**src/rtl/core/sot_pkg.sv**
```systemverilog
`timescale 1ns / 1ps
// Shared types, widths, mode codes and helper functions for the shape overlap test.
// Used by every module of the block; depends on nothing.
package sot_pkg;

  localparam int COORD_BITS = 16;
  localparam int SIZE_BITS  = COORD_BITS - 1;
  localparam int WIDE_BITS  = COORD_BITS + 2;
  localparam int MAG_BITS   = COORD_BITS + 1;
  localparam int SQ_BITS    = 2 * MAG_BITS;
  localparam int SUM_BITS   = SQ_BITS + 1;

  localparam logic [2:0] MODE_RECT_RECT        = 3'd0;
  localparam logic [2:0] MODE_RECT_CIRCLE      = 3'd1;
  localparam logic [2:0] MODE_CIRCLE_CIRCLE    = 3'd2;
  localparam logic [2:0] MODE_RECT_IN_RECT     = 3'd3;
  localparam logic [2:0] MODE_RECT_IN_CIRCLE   = 3'd4;
  localparam logic [2:0] MODE_CIRCLE_IN_RECT   = 3'd5;
  localparam logic [2:0] MODE_CIRCLE_IN_CIRCLE = 3'd6;

  typedef logic signed [WIDE_BITS-1:0] wide_t;
  typedef logic [MAG_BITS-1:0]         mag_t;
  typedef logic [SQ_BITS-1:0]          sq_t;
  typedef logic [SUM_BITS-1:0]         sum_t;

  typedef struct packed {
    logic [2:0]                   mode;
    logic                         strict;
    logic signed [COORD_BITS-1:0] a_x;
    logic signed [COORD_BITS-1:0] a_y;
    logic [SIZE_BITS-1:0]         a_w;
    logic [SIZE_BITS-1:0]         a_h;
    logic [SIZE_BITS-1:0]         a_r;
    logic signed [COORD_BITS-1:0] b_x;
    logic signed [COORD_BITS-1:0] b_y;
    logic [SIZE_BITS-1:0]         b_w;
    logic [SIZE_BITS-1:0]         b_h;
    logic [SIZE_BITS-1:0]         b_r;
  } in_t;

  typedef struct packed {
    logic hit;
    logic bad_mode;
  } out_t;

  // control bits that ride along with the distance operands
  typedef struct packed {
    logic use_dist;
    logic gate_ok;
    logic strict;
    logic direct_hit;
    logic bad_mode;
  } flags_t;

  typedef struct packed {
    flags_t flags;
    mag_t   dx;
    mag_t   dy;
    mag_t   lim;
  } setup_t;

  typedef struct packed {
    flags_t flags;
    sq_t    dx_sq;
    sq_t    dy_sq;
    sq_t    lim_sq;
  } dist_t;

  function automatic wide_t coord_ext(input logic [COORD_BITS-1:0] v);
    return {{(WIDE_BITS-COORD_BITS){v[COORD_BITS-1]}}, v};
  endfunction

  function automatic wide_t size_ext(input logic [SIZE_BITS-1:0] v);
    return {{(WIDE_BITS-SIZE_BITS){1'b0}}, v};
  endfunction

  function automatic mag_t abs_mag(input wide_t d);
    wide_t n;
    n = d[WIDE_BITS-1] ? -d : d;
    return n[MAG_BITS-1:0];
  endfunction

  function automatic logic le_lt(input wide_t p, input wide_t q, input logic st);
    return st ? (p < q) : (p <= q);
  endfunction

endpackage

```
**src/rtl/core/sot_setup.sv**
```systemverilog
`timescale 1ns / 1ps
// Operand setup: edge sums, region select, direct comparisons and distance operands.
// Depends on sot_pkg.
module sot_setup (
  input  sot_pkg::in_t    item,
  output sot_pkg::setup_t setup
);

  sot_pkg::wide_t ax, ay, aw, ah, ar, bx, by, bw, bh, br;
  sot_pkg::wide_t a_right, a_bot, lim;
  sot_pkg::mag_t  mx0, mx1, my0, my1, dx_mag, dy_mag, lim_mag;
  logic           left, right, above, below, st;
  logic           use_dist, dist_strict, direct, bad, gate;

  always_comb begin
    ax = sot_pkg::coord_ext(item.a_x);
    ay = sot_pkg::coord_ext(item.a_y);
    aw = sot_pkg::size_ext(item.a_w);
    ah = sot_pkg::size_ext(item.a_h);
    ar = sot_pkg::size_ext(item.a_r);
    bx = sot_pkg::coord_ext(item.b_x);
    by = sot_pkg::coord_ext(item.b_y);
    bw = sot_pkg::size_ext(item.b_w);
    bh = sot_pkg::size_ext(item.b_h);
    br = sot_pkg::size_ext(item.b_r);
    st = item.strict;

    a_right = ax + aw;
    a_bot   = ay + ah;
    left    = bx < ax;
    right   = bx > a_right;
    above   = by < ay;
    below   = by > a_bot;

    // distances from b to each x edge and each y edge of a
    mx0 = sot_pkg::abs_mag(ax - bx);
    mx1 = sot_pkg::abs_mag(a_right - bx);
    my0 = sot_pkg::abs_mag(ay - by);
    my1 = sot_pkg::abs_mag(a_bot - by);

    use_dist    = 1'b0;
    dist_strict = 1'b0;
    direct      = 1'b0;
    bad         = 1'b0;
    dx_mag      = mx0;
    dy_mag      = my0;
    lim         = ar + br;

    unique case (item.mode)
      sot_pkg::MODE_RECT_RECT: begin
        direct = sot_pkg::le_lt(bx, a_right, st) && sot_pkg::le_lt(ax, bx + bw, st) &&
                 sot_pkg::le_lt(by, a_bot, st) && sot_pkg::le_lt(ay, by + bh, st);
      end
      sot_pkg::MODE_RECT_CIRCLE: begin
        if ((left || right) && (above || below)) begin
          // centre in a corner region: distance to that corner
          use_dist    = 1'b1;
          dist_strict = st;
          dx_mag      = left ? mx0 : mx1;
          dy_mag      = above ? my0 : my1;
          lim         = br;
        end else begin
          direct = sot_pkg::le_lt(ax, bx + br, st) && sot_pkg::le_lt(bx - br, a_right, st) &&
                   sot_pkg::le_lt(ay, by + br, st) && sot_pkg::le_lt(by - br, a_bot, st);
        end
      end
      sot_pkg::MODE_CIRCLE_CIRCLE: begin
        use_dist    = 1'b1;
        dist_strict = st;
        lim         = ar + br;
      end
      sot_pkg::MODE_RECT_IN_RECT: begin
        direct = (ax >= bx) && (a_right <= bx + bw) && (ay >= by) && (a_bot <= by + bh);
      end
      sot_pkg::MODE_RECT_IN_CIRCLE: begin
        // all four corners inside iff the farthest corner is inside
        use_dist = 1'b1;
        dx_mag   = (mx0 > mx1) ? mx0 : mx1;
        dy_mag   = (my0 > my1) ? my0 : my1;
        lim      = br;
      end
      sot_pkg::MODE_CIRCLE_IN_RECT: begin
        direct = (ax - ar >= bx) && (ax + ar <= bx + bw) &&
                 (ay - ar >= by) && (ay + ar <= by + bh);
      end
      sot_pkg::MODE_CIRCLE_IN_CIRCLE: begin
        use_dist = 1'b1;
        lim      = br - ar;
      end
      default: begin
        bad = 1'b1;
      end
    endcase

    lim_mag = lim[sot_pkg::MAG_BITS-1:0];
    gate    = dist_strict ? (dx_mag < lim_mag && dy_mag < lim_mag)
                          : (dx_mag <= lim_mag && dy_mag <= lim_mag);

    setup.flags.use_dist   = use_dist;
    setup.flags.gate_ok    = !lim[sot_pkg::WIDE_BITS-1] && gate;
    setup.flags.strict     = dist_strict;
    setup.flags.direct_hit = direct;
    setup.flags.bad_mode   = bad;
    setup.dx               = dx_mag;
    setup.dy               = dy_mag;
    setup.lim              = lim_mag;
  end

endmodule

```
**src/rtl/core/sot_square.sv**
```systemverilog
`timescale 1ns / 1ps
// Squares of the two axis distances and of the limit, computed in parallel.
// Depends on sot_pkg.
module sot_square (
  input  sot_pkg::setup_t setup,
  output sot_pkg::dist_t  squares
);

  always_comb begin
    squares.flags  = setup.flags;
    squares.dx_sq  = sot_pkg::sq_t'(setup.dx) * sot_pkg::sq_t'(setup.dx);
    squares.dy_sq  = sot_pkg::sq_t'(setup.dy) * sot_pkg::sq_t'(setup.dy);
    squares.lim_sq = sot_pkg::sq_t'(setup.lim) * sot_pkg::sq_t'(setup.lim);
  end

endmodule

```
**src/rtl/core/sot_decide.sv**
```systemverilog
`timescale 1ns / 1ps
// Final decision: squared distance sum against squared limit, or the direct test.
// Depends on sot_pkg.
module sot_decide (
  input  sot_pkg::dist_t squares,
  output sot_pkg::out_t  result
);

  sot_pkg::sum_t sum;
  sot_pkg::sum_t lim_sq;
  logic          reach_ok;

  always_comb begin
    sum      = sot_pkg::sum_t'(squares.dx_sq) + sot_pkg::sum_t'(squares.dy_sq);
    lim_sq   = sot_pkg::sum_t'(squares.lim_sq);
    reach_ok = squares.flags.gate_ok &&
               (squares.flags.strict ? (sum < lim_sq) : (sum <= lim_sq));

    result.bad_mode = squares.flags.bad_mode;
    result.hit      = !squares.flags.bad_mode &&
                      (squares.flags.use_dist ? reach_ok : squares.flags.direct_hit);
  end

endmodule

```
**src/rtl/core/shape_overlap_test_unit.sv**
```systemverilog
`timescale 1ns / 1ps
// Shape overlap test: three-register pipeline (input, squares, result).
// Depends on sot_pkg and the sot_setup, sot_square and sot_decide stages.
// An accepted item passes through the input, squares and result registers in turn before it is on out_data.
// Throughput: one item per cycle while out_ready allows; each stage moves whenever the one after it is free,
// so an out_ready stall backs up only as far as the stages that are full.
// Reset (rst, synchronous) clears the stage valid bits only; payload is not reset.
module shape_overlap_test_unit (
  input  logic          clk,
  input  logic          rst,
  input  logic          in_valid,
  output logic          in_ready,
  input  sot_pkg::in_t  in_data,
  output logic          out_valid,
  input  logic          out_ready,
  output sot_pkg::out_t out_data
);

  logic            s0_valid;
  sot_pkg::in_t    s0_data;
  logic            s1_valid;
  sot_pkg::dist_t  s1_data;
  sot_pkg::setup_t setup;
  sot_pkg::dist_t  dist_next;
  sot_pkg::out_t   result_next;
  logic            out_adv, s1_adv, s0_adv;

  sot_setup u_setup (
    .item  (s0_data),
    .setup (setup)
  );

  sot_square u_square (
    .setup   (setup),
    .squares (dist_next)
  );

  sot_decide u_decide (
    .squares (s1_data),
    .result  (result_next)
  );

  assign out_adv  = !out_valid || out_ready;
  assign s1_adv   = !s1_valid || out_adv;
  assign s0_adv   = !s0_valid || s1_adv;
  assign in_ready = s0_adv;

  always_ff @(posedge clk) begin
    if (rst) begin
      s0_valid  <= 1'b0;
      s1_valid  <= 1'b0;
      out_valid <= 1'b0;
    end else begin
      if (s0_adv) begin
        s0_valid <= in_valid;
      end
      if (s1_adv) begin
        s1_valid <= s0_valid;
      end
      if (out_adv) begin
        out_valid <= s1_valid;
      end
    end
  end

  // payload moves with its valid bit; hold while the next stage is full
  always_ff @(posedge clk) begin
    if (s0_adv && in_valid) begin
      s0_data <= in_data;
    end
    if (s1_adv && s0_valid) begin
      s1_data <= dist_next;
    end
    if (out_adv && s1_valid) begin
      out_data <= result_next;
    end
  end

  assert property (@(posedge clk) disable iff (rst)
    out_valid |-> !(out_data.hit && out_data.bad_mode))
    else $error("hit set together with bad_mode");

  assert property (@(posedge clk) disable iff (rst)
    in_valid && in_ready |=> s0_valid)
    else $error("accepted transfer did not enter the input stage");

  assert property (@(posedge clk) disable iff (rst)
    s0_valid && s1_adv |=> s1_valid &&
      (s1_data.flags.bad_mode == ($past(s0_data.mode) > sot_pkg::MODE_CIRCLE_IN_CIRCLE)))
    else $error("bad_mode does not follow the mode code");

  assert property (@(posedge clk) disable iff (rst)
    s1_valid && !out_adv |=> s1_valid && $stable(s1_data))
    else $error("middle stage dropped or changed an item during a stall");

endmodule

```
**config.mk**
```make
export PLATFORM = sky130hd
export DESIGN_NAME = shape_overlap_test_unit
export DESIGN_NICKNAME = d
export VERILOG_FILES = /design/src/rtl/core/sot_pkg.sv /design/src/rtl/core/sot_setup.sv /design/src/rtl/core/sot_square.sv /design/src/rtl/core/sot_decide.sv /design/src/rtl/core/shape_overlap_test_unit.sv
export SDC_FILE = /design/constraint.sdc
export NUM_CORES = 2
export LEC_CHECK = 0
export ABC_CLOCK_PERIOD_IN_PS = 19900
export BUFFER_PORTS_ARGS = -buffer_cell sky130_fd_sc_hd__buf_2
export CELL_PAD_IN_SITES_DETAIL_PLACEMENT = 1
export CELL_PAD_IN_SITES_GLOBAL_PLACEMENT = 2
export CORE_UTILIZATION = 42
export CTS_CLUSTER_SIZE = 20
export DETAILED_ROUTE_END_ITERATION = 10
export PLACE_DENSITY = 0.93
export SYNTH_ARGS = -nofsm -noshare
export SYNTH_HDL_FRONTEND = slang
export SYNTH_SLANG_ARGS = --single-unit
```
**constraint.sdc**
```tcl
create_clock -name clk -period 19.9 [get_ports clk]
set_clock_uncertainty 0.1 [all_clocks]
set_input_delay 0.995 -clock clk [delete_from_list [all_inputs] [get_ports clk]]
set_output_delay 0.995 -clock clk [all_outputs]
set_load 0.01 [all_outputs]
```
==> flow_metrics.env <==
export IMPL_seq_area_sq_um=7990
export IMPL_cts_sinks=267
export IMPL_cts_hold_buf=0
export IMPL_nNetsFinal=8111
export IMPL_slew_headroom_pct=11.7
export IMPL_die_y_um=366
export IMPL_grt_max_degree=76
export IMPL_gp_congestion=0.938
export IMPL_worstPathRequired_ps=20120
export IMPL_worstMarginPinSlew_ps=1290
export IMPL_fp_coreArea_sq_um=132000
export IMPL_post_cts_resize_count=0
export IMPL_pre_cts_slack_ps=3320
export IMPL_routedWlPerCell_um=22.6
export IMPL_synth_edf_count=264
export IMPL_ys_ff_latch=267
export IMPL_dr_pass1_iters=5
export IMPL_critPathKind="reg2reg"
export IMPL_synthFlopType="edfxtp_1"
export IMPL_finalSetupTns_ps=0
export IMPL_synth_area_per_cell_sq_um=8.86
export IMPL_max_freq_mhz=59.5
export IMPL_synthArstFlopShare_pct=0
export IMPL_maxCapViolations=0
export IMPL_end_kind="flop"
export IMPL_antenna_found_initial=1
export IMPL_status="completed"
export IMPL_dieArea_sq_um=134000
export IMPL_max_stage_delay_ps=1080
export IMPL_post_cts_buffers=0
export IMPL_utilization_pct=45.5
export IMPL_maxSlewViolCount=0
export IMPL_first_global_vias=51500
export IMPL_netlist_instances=6294
export IMPL_antennaDiodeCount=0
export IMPL_viasPerCell=5.67
export IMPL_initial_core_util_pct=42.4
export IMPL_clkTransAtPathRegs_ps=60
export IMPL_antenna_left=0
export IMPL_drive_gt1_share_pct=5.57
export IMPL_fp_dieW_um=366
export IMPL_drt_iter0_markers=2391
export IMPL_worstReg2RegEnd="s1_data[67]"
export IMPL_ctsLongestPathBuffers=3
export IMPL_cts_max_level=2
export IMPL_period_minus_slack_ps=16800
export IMPL_multi_input_comb_area_sq_um=43300
export IMPL_grt_pass1_wl_um=290000
export IMPL_whs_ps=468
export IMPL_yosysWarnings=0
export IMPL_ff2ff_setup_slack_ps=3100
export IMPL_grt_use_total_pct=27.6
export IMPL_io_pins=166
export IMPL_synth_nets=7987
export IMPL_worstSetupStartpointType="flop"
export IMPL_hp_class="in2reg"
export IMPL_syn2layout_area_growth_pct=7.47
export IMPL_cts_tree="done"
export IMPL_cp_common_cell="fa_1"
export IMPL_grt_overflow=0
export IMPL_startpoint="s0_data[123]"
export IMPL_yosysSeqAreaShare_pct=14.3
export IMPL_fin_ws_ps=3100
export IMPL_r2r_worst_path_cells=56
export IMPL_r2r_start="s0_data[123]"
export IMPL_fill_cells=15500
export IMPL_hold_viol=0
export IMPL_drc_errors=0
export IMPL_insertion_delay_ps=600
export IMPL_worstPathMaxFanout=28
export IMPL_cts_buffers=34
export IMPL_yosysUniqueCellTypes=91
export IMPL_clockRootBuffer="clkbuf_16"
export IMPL_setup_viol=0
export IMPL_port_buffers=165
export IMPL_drt_total_wl_um=185000
export IMPL_arrival_ps=17020
export IMPL_post_dp_hpwl_um=154000
export IMPL_rsz0062_at_grt="no"
export IMPL_setup_worst_path_end="s1_data[67]"
export IMPL_period_share_pct=84.4
export IMPL_vias=46500
export IMPL_cpMaxStageDelayCell="mux2i_1"
export IMPL_syn_cell_area_sq_um=55800
export IMPL_fp_row_count=133
[final cells by class]
| type | count | share of cell area (%) |
|---|---|---|
| Timing Repair Buffer | 225 | 2.13 |
| Sequential cell | 267 | 13.3 |
| Tap cell | 1755 | 3.66 |
| Inverter | 1065 | 6.67 |
| Clock inverter | 20 | 0.345 |
| Clock buffer | 40 | 1.53 |
| Multi-Input combinational cell | 4825 | 72.3 |
[cell families (layout without fill, tap and decap cells)]
family	Yosys count	count (layout)	synth area share [%]
flip-flops	267	267	14.3
multiplexers	36	36	0.671
AO/OA/AOI/OAI	1222	1222	14.5
adder cells (fa/ha/maj)	1531	1531	42.3
buffers and inverters	1202	1350	8.10
AND/OR/NAND/NOR	1663	1663	14.2
XOR/XNOR	373	373	5.86
[synthesized netlist by cell type (124+ instances only)]
library cell	n	share of area, %
a21o_1	159	2.1
a21oi_1	327	2.9
clkbuf_1	129	0.87
edfxtp_1	264	14
fa_1	592	21
ha_1	939	21
inv_1	1049	7.1
nand2_1	480	3.2
nor2_1	486	3.3
o21ai_0	206	1.8
xnor2_1	249	3.9
xor2_1	124	1.9
[worst max-delay path: cells and delay by family, from the launching register on]
family | cells | cell delay, ps
buffers and inverters | 7 | 1360
AOI/OAI and AO/OA | 25 | 5570
and+or+nand+nor | 13 | 3320
DFF | 1 | 620
adders and majority gates | 10 | 4440
muxes | 1 | 1080
[placed cells by master, fill, tap and decap left out, drive strengths merged, types with 214 or more instances in the layout]
cell type  netlist  final
edfxtp         264    264
o21ai          214    214
a21oi          328    328
xnor2          249    249
ha             939    939
inv           1057   1058
buf              8    225
fa             592    592
nand2          480    480
nor2           487    487
[stage by stage]
| step | cells | area (sq um) |
|---|---|---|
| CTS | 8197 | 59900 |
| global placement | 8137 | 58800 |
| detailed placement | 8137 | 58800 |
| floorplan | 6294 | 55800 |
| global route | 8197 | 59900 |
| finish | 8197 | 59900 |
[flip-flops by register name, summed over array words and instances (netlist names)]
register / flops
out_data: 2
out_valid: 1
s0_data: 158
s0_valid: 1
s1_data: 104
s1_valid: 1
[layer usage]
layer | GRT usage (%) | wire (um) | up-vias
li1 | - | - | 21500
met1 | 33.7 | 76600 | 23500
met2 | 48.9 | 91100 | 1122
met3 | 2.68 | 7970 | 345
met4 | 12.3 | 9320 | 0
met5 | 0 | 0 | -
[worst min-delay path by stage]
stage / depth (start not counted) / endpoint / slack, ps / startpoint
after CTS: 1 / s0_data[68] / 440 / in_data[68]
after floorplan: 0 / out_data[0] / 340 / s1_data[102]
final: 1 / s0_data[14] / 470 / in_data[14]
after global placement: 2 / s1_valid / 450 / s0_valid
after global routing: 1 / s0_data[68] / 450 / in_data[68]
after detailed placement: 2 / s0_valid / 490 / s0_valid
Power is left out: the tool's default activity adds up to more than one toggle a clock period on the data nets, which glitch-free logic cannot reach.
